[src/hdl/pbhg_pkg.sv]
`default_nettype none
package pbhg_pkg;

	// register map, word index = paddr[3:2]
	localparam int unsigned PADDR_W = 4;
	localparam logic [1:0] REG_HOLD_EN  = 2'd0;
	localparam logic [1:0] REG_BOOT_MS  = 2'd1;
	localparam logic [1:0] REG_OFF_MS   = 2'd2;

	localparam logic [15:0] BOOT_MS_RST = 16'd1000;
	localparam logic [15:0] OFF_MS_RST  = 16'd2000;
	localparam logic [6:0]  PCT_FULL    = 7'd100;
	localparam logic [6:0]  PCT_ZERO    = 7'd0;

	// divider geometry: quotient < 100 fits 7 bits, elapsed*100 fits 23 bits
	localparam int unsigned QUO_W = 7;
	localparam int unsigned NUM_W = 23;
	localparam int unsigned DSH_W = 22;
	localparam logic [2:0]  DIV_LAST = 3'd6;

	typedef enum logic [1:0] {
		REQ_BOOT_RESTART = 2'd0,
		REQ_BOOT_SAMPLE  = 2'd1,
		REQ_OFF_CLEAR    = 2'd2,
		REQ_OFF_SAMPLE   = 2'd3
	} req_t;

	typedef enum logic [1:0] {
		BOOT_WAITING   = 2'd0,
		BOOT_SATISFIED = 2'd1,
		BOOT_ABORTED   = 2'd2
	} boot_phase_t;

	typedef enum logic [1:0] {
		OFF_IDLE    = 2'd0,
		OFF_HOLDING = 2'd1,
		OFF_READY   = 2'd2
	} off_phase_t;

	typedef enum logic [2:0] {
		EV_NONE           = 3'd0,
		EV_BOOT_ABORTED   = 3'd1,
		EV_BOOT_SATISFIED = 3'd2,
		EV_OFF_STARTED    = 3'd3,
		EV_OFF_PROGRESS   = 3'd4,
		EV_OFF_READY      = 3'd5,
		EV_OFF_CONFIRMED  = 3'd6,
		EV_OFF_CANCELLED  = 3'd7
	} ev_t;

	typedef enum logic [1:0] {
		ST_IDLE = 2'd0,
		ST_EVAL = 2'd1,
		ST_DIV  = 2'd2,
		ST_OUT  = 2'd3
	} seq_state_t;

	typedef struct packed {
		logic        hold_to_boot_enabled;
		logic [15:0] boot_hold_ms;
		logic [15:0] off_hold_ms;
	} cfg_t;

	typedef struct packed {
		logic        start;
		logic [15:0] num;
		logic [15:0] den;
	} div_req_t;

	typedef struct packed {
		logic busy;
		logic done;
	} div_stat_t;

endpackage
`default_nettype wire

[src/hdl/power_button_hold_gate_unit.sv]
// Each accepted input is evaluated and its result loaded into the output
// register; a hold in progress that needs its percentage worked out goes
// through the 7-step divider first. The block takes one item at a time.
// Reset (arst_n low, asynchronous): boot waiting, power-off idle, start times
// zero, registers back to enable=1, boot hold 1000 ms, power-off hold 2000 ms.
`default_nettype none
module power_button_hold_gate_unit
	import pbhg_pkg::*;
(
	input  wire logic               clk,
	input  wire logic               arst_n,
	// configuration
	input  wire logic               psel,
	input  wire logic               penable,
	input  wire logic               pwrite,
	input  wire logic [PADDR_W-1:0] paddr,
	input  wire logic [31:0]        pwdata,
	output logic      [31:0]        prdata,
	output logic                    pready,
	// input channel
	input  wire logic               in_valid,
	output logic                    in_stall,
	input  wire logic [1:0]         req_type,
	input  wire logic               pressed,
	input  wire logic [31:0]        now_ms,
	// result channel
	output logic                    out_valid,
	input  wire logic               out_stall,
	output logic [1:0]              boot_state,
	output logic [1:0]              off_state,
	output logic [2:0]              event_code,
	output logic [6:0]              progress_percent,
	output logic                    ui_active
);

	cfg_t cfg;

	pbhg_regs u_regs (
		.clk     (clk),
		.arst_n  (arst_n),
		.psel    (psel),
		.penable (penable),
		.pwrite  (pwrite),
		.paddr   (paddr),
		.pwdata  (pwdata),
		.prdata  (prdata),
		.pready  (pready),
		.cfg     (cfg)
	);

	// sequencer
	seq_state_t state_q, state_nxt;

	// captured input transfer
	req_t        req_q;
	logic        pressed_q;
	logic [31:0] now_q;

	// machine state
	boot_phase_t boot_phase_q;
	off_phase_t  off_phase_q;
	logic [31:0] boot_start_q;
	logic [31:0] off_start_q;

	// pending result
	ev_t         ev_q;
	logic [6:0]  pct_q;
	logic        ui_q;

	// result register
	logic        out_valid_q;
	logic [1:0]  boot_out_q;
	logic [1:0]  off_out_q;
	logic [2:0]  ev_out_q;
	logic [6:0]  pct_out_q;
	logic        ui_out_q;

	// evaluation of one request
	boot_phase_t boot_phase_nxt;
	off_phase_t  off_phase_nxt;
	logic [31:0] boot_start_nxt;
	logic [31:0] off_start_nxt;
	ev_t         ev_nxt;
	logic [6:0]  pct_nxt;
	logic        ui_nxt;
	logic        need_div;
	logic [31:0] off_base;
	logic [31:0] boot_elapsed;
	logic [31:0] off_elapsed;

	div_req_t        div_req;
	div_stat_t       div_stat;
	logic [QUO_W-1:0] div_quo;

	logic in_xfer;
	logic out_xfer;
	logic out_load;

	assign in_xfer  = in_valid && !in_stall;
	assign out_xfer = out_valid_q && !out_stall;
	assign out_load = (state_q == ST_OUT) && (!out_valid_q || !out_stall);
	// one item at a time; the previous result may still sit in the output register
	assign in_stall = (state_q != ST_IDLE);

	// a fresh power-off press measures from now, so elapsed starts at zero
	assign off_base     = (off_phase_q == OFF_IDLE) ? now_q : off_start_q;
	assign boot_elapsed = now_q - boot_start_q;
	assign off_elapsed  = now_q - off_base;

	always_comb begin
		boot_phase_nxt = boot_phase_q;
		off_phase_nxt  = off_phase_q;
		boot_start_nxt = boot_start_q;
		off_start_nxt  = off_start_q;
		ev_nxt         = EV_NONE;
		pct_nxt        = PCT_ZERO;
		ui_nxt         = 1'b0;
		need_div       = 1'b0;
		div_req.num    = boot_elapsed[15:0];
		div_req.den    = cfg.boot_hold_ms;

		unique case (req_q)
			REQ_BOOT_RESTART: begin
				boot_start_nxt = now_q;
				boot_phase_nxt = cfg.hold_to_boot_enabled ? BOOT_WAITING : BOOT_SATISFIED;
			end
			REQ_BOOT_SAMPLE: begin
				if (!cfg.hold_to_boot_enabled) begin
					boot_phase_nxt = BOOT_SATISFIED;
					pct_nxt        = PCT_FULL;
				end else if (boot_phase_q != BOOT_WAITING) begin
					pct_nxt = (boot_phase_q == BOOT_SATISFIED) ? PCT_FULL : PCT_ZERO;
				end else if (!pressed_q) begin
					boot_phase_nxt = BOOT_ABORTED;
					ev_nxt         = EV_BOOT_ABORTED;
				end else begin
					ui_nxt = 1'b1;
					if (boot_elapsed >= {16'd0, cfg.boot_hold_ms}) begin
						boot_phase_nxt = BOOT_SATISFIED;
						pct_nxt        = PCT_FULL;
						ev_nxt         = EV_BOOT_SATISFIED;
					end else begin
						// elapsed below a 16-bit hold time, so the low half is exact
						need_div = 1'b1;
					end
				end
			end
			REQ_OFF_CLEAR: begin
				off_start_nxt = '0;
				off_phase_nxt = OFF_IDLE;
			end
			REQ_OFF_SAMPLE: begin
				div_req.num = off_elapsed[15:0];
				div_req.den = cfg.off_hold_ms;
				if (pressed_q) begin
					ui_nxt = 1'b1;
					if (off_phase_q == OFF_IDLE) begin
						off_start_nxt = now_q;
						off_phase_nxt = OFF_HOLDING;
					end
					if (off_elapsed >= {16'd0, cfg.off_hold_ms}) begin
						ev_nxt        = (off_phase_q == OFF_READY) ? EV_OFF_PROGRESS : EV_OFF_READY;
						off_phase_nxt = OFF_READY;
						pct_nxt       = PCT_FULL;
					end else begin
						ev_nxt   = (off_phase_q == OFF_IDLE) ? EV_OFF_STARTED : EV_OFF_PROGRESS;
						need_div = 1'b1;
					end
				end else begin
					if (off_phase_q == OFF_READY) begin
						ev_nxt = EV_OFF_CONFIRMED;
					end else if (off_phase_q == OFF_HOLDING) begin
						ev_nxt = EV_OFF_CANCELLED;
					end
					off_start_nxt = '0;
					off_phase_nxt = OFF_IDLE;
				end
			end
			default: ;
		endcase

		div_req.start = (state_q == ST_EVAL) && need_div;
	end

	pbhg_div u_div (
		.clk    (clk),
		.arst_n (arst_n),
		.req    (div_req),
		.stat   (div_stat),
		.quo    (div_quo)
	);

	always_ff @(posedge clk or negedge arst_n) begin
		if (!arst_n) begin
			state_q <= ST_IDLE;
		end else begin
			state_q <= state_nxt;
		end
	end

	always_comb begin
		state_nxt = state_q;
		unique case (state_q)
			ST_IDLE: if (in_xfer) state_nxt = ST_EVAL;
			ST_EVAL: state_nxt = need_div ? ST_DIV : ST_OUT;
			ST_DIV:  if (div_stat.done) state_nxt = ST_OUT;
			ST_OUT:  if (out_load) state_nxt = ST_IDLE;
			default: state_nxt = ST_IDLE;
		endcase
	end

	// input capture
	always_ff @(posedge clk) begin
		if (in_xfer) begin
			req_q     <= req_t'(req_type);
			pressed_q <= pressed;
			now_q     <= now_ms;
		end
	end

	// machine state commits in the evaluation cycle
	always_ff @(posedge clk or negedge arst_n) begin
		if (!arst_n) begin
			boot_phase_q <= BOOT_WAITING;
			off_phase_q  <= OFF_IDLE;
			boot_start_q <= '0;
			off_start_q  <= '0;
		end else if (state_q == ST_EVAL) begin
			boot_phase_q <= boot_phase_nxt;
			off_phase_q  <= off_phase_nxt;
			boot_start_q <= boot_start_nxt;
			off_start_q  <= off_start_nxt;
		end
	end

	// pending result; percentage patched in once the divider finishes
	always_ff @(posedge clk) begin
		if (state_q == ST_EVAL) begin
			ev_q  <= ev_nxt;
			pct_q <= pct_nxt;
			ui_q  <= ui_nxt;
		end else if ((state_q == ST_DIV) && div_stat.done) begin
			pct_q <= div_quo;
		end
	end

	// output register
	always_ff @(posedge clk or negedge arst_n) begin
		if (!arst_n) begin
			out_valid_q <= 1'b0;
		end else if (out_load) begin
			out_valid_q <= 1'b1;
		end else if (out_xfer) begin
			out_valid_q <= 1'b0;
		end
	end

	always_ff @(posedge clk) begin
		if (out_load) begin
			boot_out_q <= boot_phase_q;
			off_out_q  <= off_phase_q;
			ev_out_q   <= ev_q;
			pct_out_q  <= pct_q;
			ui_out_q   <= ui_q;
		end
	end

	assign out_valid        = out_valid_q;
	assign boot_state       = boot_out_q;
	assign off_state        = off_out_q;
	assign event_code       = ev_out_q;
	assign progress_percent = pct_out_q;
	assign ui_active        = ui_out_q;

endmodule
`default_nettype wire

[src/hdl/pbhg_regs.sv]
`default_nettype none
module pbhg_regs
	import pbhg_pkg::*;
(
	input  wire logic               clk,
	input  wire logic               arst_n,
	input  wire logic               psel,
	input  wire logic               penable,
	input  wire logic               pwrite,
	input  wire logic [PADDR_W-1:0] paddr,
	input  wire logic [31:0]        pwdata,
	output logic      [31:0]        prdata,
	output logic                    pready,
	output cfg_t                    cfg
);

	cfg_t       cfg_q;
	logic [1:0] idx;
	logic       wr_en;

	assign idx    = paddr[3:2];
	assign wr_en  = psel && penable && pwrite;
	assign pready = 1'b1;
	assign cfg    = cfg_q;

	always_ff @(posedge clk or negedge arst_n) begin
		if (!arst_n) begin
			cfg_q.hold_to_boot_enabled <= 1'b1;
			cfg_q.boot_hold_ms         <= BOOT_MS_RST;
			cfg_q.off_hold_ms          <= OFF_MS_RST;
		end else if (wr_en) begin
			unique case (idx)
				REG_HOLD_EN: cfg_q.hold_to_boot_enabled <= pwdata[0];
				REG_BOOT_MS: cfg_q.boot_hold_ms         <= pwdata[15:0];
				REG_OFF_MS:  cfg_q.off_hold_ms          <= pwdata[15:0];
				default: ;
			endcase
		end
	end

	always_comb begin
		unique case (idx)
			REG_HOLD_EN: prdata = {31'd0, cfg_q.hold_to_boot_enabled};
			REG_BOOT_MS: prdata = {16'd0, cfg_q.boot_hold_ms};
			REG_OFF_MS:  prdata = {16'd0, cfg_q.off_hold_ms};
			default:     prdata = 32'd0;
		endcase
	end

endmodule
`default_nettype wire

[src/hdl/pbhg_div.sv]
`default_nettype none
module pbhg_div
	import pbhg_pkg::*;
(
	input  wire logic   clk,
	input  wire logic   arst_n,
	input  div_req_t    req,
	output div_stat_t   stat,
	output logic [QUO_W-1:0] quo
);

	// restoring divide of num*100 by den, one quotient bit per cycle
	logic [NUM_W-1:0] rem_q;
	logic [DSH_W-1:0] dsh_q;
	logic [QUO_W-1:0] quo_q;
	logic [2:0]       cnt_q;
	logic             busy_q;
	logic             done_q;
	logic [NUM_W-1:0] num_ext;
	logic [NUM_W-1:0] num_x100;
	logic             ge;

	assign num_ext  = {{(NUM_W-16){1'b0}}, req.num};
	assign num_x100 = (num_ext << 6) + (num_ext << 5) + (num_ext << 2);
	assign ge       = rem_q >= {1'b0, dsh_q};

	always_ff @(posedge clk or negedge arst_n) begin
		if (!arst_n) begin
			busy_q <= 1'b0;
			done_q <= 1'b0;
			cnt_q  <= 3'd0;
		end else begin
			done_q <= 1'b0;
			if (req.start) begin
				busy_q <= 1'b1;
				cnt_q  <= 3'd0;
			end else if (busy_q) begin
				cnt_q <= cnt_q + 3'd1;
				if (cnt_q == DIV_LAST) begin
					busy_q <= 1'b0;
					done_q <= 1'b1;
				end
			end
		end
	end

	always_ff @(posedge clk) begin
		if (req.start) begin
			rem_q <= num_x100;
			dsh_q <= {req.den, 6'd0};
			quo_q <= '0;
		end else if (busy_q) begin
			if (ge) begin
				rem_q <= rem_q - {1'b0, dsh_q};
			end
			dsh_q <= dsh_q >> 1;
			quo_q <= {quo_q[QUO_W-2:0], ge};
		end
	end

	assign stat.busy = busy_q;
	assign stat.done = done_q;
	assign quo       = quo_q;

endmodule
`default_nettype wire

[config.mk]
export PLATFORM = sky130hd
export DESIGN_NAME = power_button_hold_gate_unit
export DESIGN_NICKNAME = d
export VERILOG_FILES = /design/src/hdl/pbhg_pkg.sv /design/src/hdl/power_button_hold_gate_unit.sv /design/src/hdl/pbhg_regs.sv /design/src/hdl/pbhg_div.sv
export SDC_FILE = /design/constraint.sdc
export NUM_CORES = 1
export LEC_CHECK = 0
export ABC_CLOCK_PERIOD_IN_PS = 12200
export BUFFER_PORTS_ARGS = -buffer_cell sky130_fd_sc_hd__clkbuf_2
export CORE_UTILIZATION = 25
export DETAILED_ROUTE_END_ITERATION = 6
export PLACE_DENSITY_LB_ADDON = 0.2
export SYNTH_ARGS = -nofsm -noshare
export SYNTH_HDL_FRONTEND = slang
export SYNTH_SLANG_ARGS = --single-unit
[constraint.sdc]
create_clock -name clk -period 12.2 [get_ports clk]
set_input_delay 2.44 -clock clk [delete_from_list [all_inputs] [get_ports clk]]
set_output_delay 2.44 -clock clk [all_outputs]
set_load 0.01 [all_outputs]
# Word-level counts from Yosys, hierarchy flattened
# Index checks and enable logic that the tools add are counted.
# word_totals
out_inout_bits	50
word_cells	153
ff_bits	222
# op_classes
n_reduce_logical	32
add_sub_neg	6
n_eq_ne	18
mux	67
order_cmp	3
# op_table
op	n
2-to-1 mux 32 bit	3
2-to-1 mux 23 bit	3
greater-or-equal comparator 32 x 16 -> 1 bit	2
one-hot mux 32 bit (2 select lines)	1
subtractor 32 bit	2
2-to-1 mux 7 bit	9
one-hot mux 16 bit (3 select lines)	1
2-to-1 mux 22 bit	2
2-to-1 mux 2 bit	14
adder 22 x 21 -> 23 bit	1
adder 23 x 18 -> 23 bit	1
greater-or-equal comparator 23 x 22 -> 1 bit	1
subtractor 23 x 22 -> 23 bit	1
2-to-1 mux 3 bit	7
2-to-1 mux 1 bit	20
nonzero test 2 bit	8
one-hot mux 7 bit (2 select lines)	1
equality test 2 bit, second input constant	6
AND reduction 2 bit	6
equality test 2 x 1 -> 1 bit, second input constant	5
logical NOT 2 bit	4
!= test 4 bit, second input constant	2
one-hot mux 2 bit (2 select lines)	2
one-hot mux 2 bit (4 select lines)	1
12 further kinds	23

# Longest topological paths before layout
# logic_depth
word_depth	10
mapped_depth	26

# Modules after synthesis
# A second synthesis with hierarchy kept.
# hier_totals
hier_cells	1855
hier_area_um2	16871.2
# by_module_without_submodules
mod	cells_each	seq_area_each_um2	n_inst	area_each_um2
power_button_hold_gate_unit	1236	3608.5	1	10669.0
pbhg_div	505	1556.5	1	4595.7
pbhg_regs	114	842.1	1	1606.5

# Least setup slack after synthesis
# Ideal clock, no wire load.
# synth_path
kind	register to register
start	reg off_phase_q[0]
end	reg u_div.rem_q[0] (enable)
path_buffers	4
stages_incl_launch_ff	24
path_slack_ns	5.960
t_arrival_ns	5.860
period_less_slack_ns	6.240
path_cell_list	dfrtp_1 inv_1 ha_1 clkbuf_1 buf_1 mux2i_1 ha_1 clkbuf_1 nand3_1 a2111oi_0 o21ai_0 nand3b_1 xor2_1 ha_1 a21oi_1 a21boi_0 nor4b_1 and4b_1 o211ai_1 or4_4 nor4_4 a2bb2oi_2 buf_2 nand2_1
# synth_between
elab_chain_cells	10
word_cells_on_any_way	11
classes_between	1 x add/sub; 1 x order compare; 4 x mux; 5 x reduce/logical
# synth_rtl
item	line	text
from (decl)	power_button_hold_gate_unit.sv:61	off_phase_t off_phase_q;
from (signal assigned)	power_button_hold_gate_unit.sv:230	off_phase_q <= off_phase_nxt;
logical NOT 2 bit (*)	power_button_hold_gate_unit.sv:106	assign off_base = (off_phase_q == OFF_IDLE) ? now_q : off_start_q;
2-to-1 mux 32 bit (*)	-	
subtractor 32 bit (*)	power_button_hold_gate_unit.sv:108	assign off_elapsed = now_q - off_base;
greater-or-equal comparator 32 x 16 -> 1 bit (*)	power_button_hold_gate_unit.sv:161	if (off_elapsed >= {16'd0, cfg.off_hold_ms}) begin
2-to-1 mux 1 bit (*)	power_button_hold_gate_unit.sv:161	
2-to-1 mux 1 bit (*)	power_button_hold_gate_unit.sv:155	if (pressed_q) begin
one-hot mux 1 bit (2 select lines) (*)	power_button_hold_gate_unit.sv:122	unique case (req_q)
logical AND 1 bit (*)	power_button_hold_gate_unit.sv:182	div_req.start = (state_q == ST_EVAL) && need_div;
nonzero test 2 bit (no source line)	-	
AND reduction 2 bit (no source line) (*)	-	
to (signal assigned)	pbhg_div.sv:49	rem_q <= num_x100;
to (signal assigned)	pbhg_div.sv:54	rem_q <= rem_q - {1'b0, dsh_q};
to (decl)	pbhg_div.sv:13	logic [NUM_W-1:0] rem_q;
# Every way passes the cells marked *; elsewhere a longest branch is shown, timed or not.
# A chain may end at the register's enable or synchronous reset.

# Final worst setup path
# Ends and elaborated chain as after synthesis.

==> out/qor.yml <==
worstRegToRegCells: 22
drt-initial-drc-count: 625
via_count: 13200
wl_per_cell_um: 17.4
grt_first_pass_wirelength_um: 75700
totalWireLength_um: 47800
worst_clock_skew_ns: 0.0222
grt_usage: 0.142
worst_skew_pair.late_latency_ns: 0.59
ant_nets: 0
final_nets: 2103
cts.clk_slew.worst_paths_ns: 0.06
die_w_um: 259
grt_antenna_before_repair: 1
drc: 0
syn_inst: 1791
synth_xor_area_frac: 0.0365
post-route-util: 0.290
synth_top_family_by_area: "compound AO/OA/AOI/OAI gates"
r2r-start: "off_phase_q[0]"
ys_seq_area_frac: 0.363
holdBufCountCts: 0
synth_area_leaders: "edfxtp_1 18%, dfrtp_1 14%, ha_1 11%, mux2i_1 6.2%, o21ai_0 4.4%"
ctsResizeCount: 0
worst_slew_pin_slew_ns: 1.18
dp_hpwl_um: 37100
area_delta_synth_final_pct: 15.0
numCtsBuffers: 30
drive_above_1_share: 0.109
slew_violations: 0
synth_edf_count: 100
final_cells: 2751
rsz0062_at_grt: "false"
crit_fanout: 58
status: "finished clean"
max_cap_viol_count: 0
rows: 94
cp-end-kind: "register"
cts_sinks: 222
routabilityCongestion: 0.856
startpoint: "off_phase_q[0]"
finalWorstSetupSlack_ns: 4.57
setup_viol: 0
setup_tns_ns: 0
initial_core_util: 0.252
ys_seq_elements: 222
drt-pass1-iter-count: 6
postCtsSetupBuffers: 0
yosysWarnings: 0
synth_top_area_frac: 0.181
fmax_mhz: 131
place_ws_ns: 4.53
fin_crit_ns: 7.63
fp.dieArea_um2: 67300
synth-compound-area-share: 0.188
placed_cells: 2695
htreeDepth: 1
synth_area_leader_cell: "edfxtp_1"
slew_headroom: 0.210
port_buffers: 92
grt_pass1_vias: 13400
synthAdderAreaFrac: 0.130
final_hold_viol_count: 0
grt_overflow: 0
grt_max_degree: 69
ff2ff_setup_slack_ns: 4.57
avgSynthCellArea_um2: 9.25
cts_tree: "done"
fin_crit_sh: 0.626
cts.path.max_buffers: 3
cts_root_buffer: "clkbuf_16"
crit_type: "register to register"
synth-simple-area-share: 0.148
critPathLaunchType: "register"
io_pins: 128
routed_via_density: 4.81
crit_arrival_ns: 7.83
hp-class: "register to register"
core_region_area_um2: 65600
hold_depth: 0
synth_commonest_cells: "184 x nand2_1, 161 x inv_1, 147 x o21ai_0"
fp.dieH_um: 259
async_flop_share: 0.491
cp.required_ns: 12.40
synth_cell_types: 86
min-delay-start: "ui_q"
synth_ff_type: "edfxtp_1"
yosysMostFrequentCell: "nand2_1"
synthMuxAreaShare: 0.0745
n_antenna_cell: 0
syn_area_um2: 16600
cell type report:
type	instances	area, um2
fill	6967	46600
multi-input combinational	1343	9660
sequential	222	6010
tap	864	1080
clock buffer	37	797
inverter	161	604
timing repair buffer	105	561
clock inverter	19	339
flip-flops by register name, summed over array words and instances, names as in the netlist, 2 cells and up:
register,cells
boot_phase_q,2
boot_start_q,32
boot_state,2
ev_q,3
event_code,3
now_q,32
off_phase_q,2
off_start_q,32
off_state,2
pct_q,7
progress_percent,7
req_q,2
state_q,2
u_div.cnt_q,3
u_div.dsh_q,22
u_div.quo,7
u_div.rem_q,23
u_regs.cfg,33
metal layers:
layer,track usage,routed length (um),vias up
met4,0.0405,1390,0
met2,0.236,21700,231
met5,0,0,-
li1,-,-,6608
met1,0.190,22800,6333
met3,0.0217,1860,68
logic make-up after synthesis:
kind of cell,Yosys count
buf+inv,241
compound gates,474
simple gates,500
other cells,2
xor+xnor,69
mux,121
flops,222
fa+ha+maj,162
path summary, 6_finish.rpt:
kind                                    endpoint
worst min-delay path                   ui_active
worst max register to register    u_div.rem_q[0]
max in group asynchronous       boot_start_q[19]
min in group asynchronous        off_start_q[24]
worst max-delay path              u_div.rem_q[0]
worst min register to register         ui_active
through the flow:
step,hold WS (ns),instance area [um2]
2_1_floorplan,0.400,16600
3_3_place_gp,0.406,17900
3_5_place_dp,0.405,17900
4_1_cts,0.421,19100
5_1_grt,0.423,19100
6_report,0.419,19100
layout by cell type, fill, tap and decap left out, types with 35 or more instances in the layout:
cell	Yosys	routed
nand2_1	184	183
a21o_1	46	46
mux2i_1	102	102
nor2b_1	36	35
edfxtp_1	100	100
xnor2_1	49	49
nor3_1	35	35
inv_1	161	161
nand3_1	36	36
clkbuf_2	0	91
nor2_1	85	84
a21oi_1	84	84
o21ai_0	147	147
dfrtp_1	96	96
ha_1	146	145
worst max-delay path, stage by stage, from the launching register on:
cell and delay, ns:
dfrtp_1 0.42, inv_1 0.10, ha_2 0.24, buf_4 0.34, mux2i_1 0.33, inv_1 0.10
fa_1 0.43, nand2b_1 0.19, a21oi_1 0.33, o21ai_0 0.25, nand3b_1 0.15, xor2_1 0.38
ha_1 0.34, a21oi_1 0.14, a21boi_0 0.24, nor4b_1 0.34, and4b_1 0.23, o211ai_1 0.09
or4_4 0.51, nor4_4 0.62, a2bb2oi_4 0.11, buf_4 0.36, nand2_1 0.93
Power is left out: the tool's default activity adds up to more than one toggle a clock period on the data nets, which glitch-free logic cannot reach.
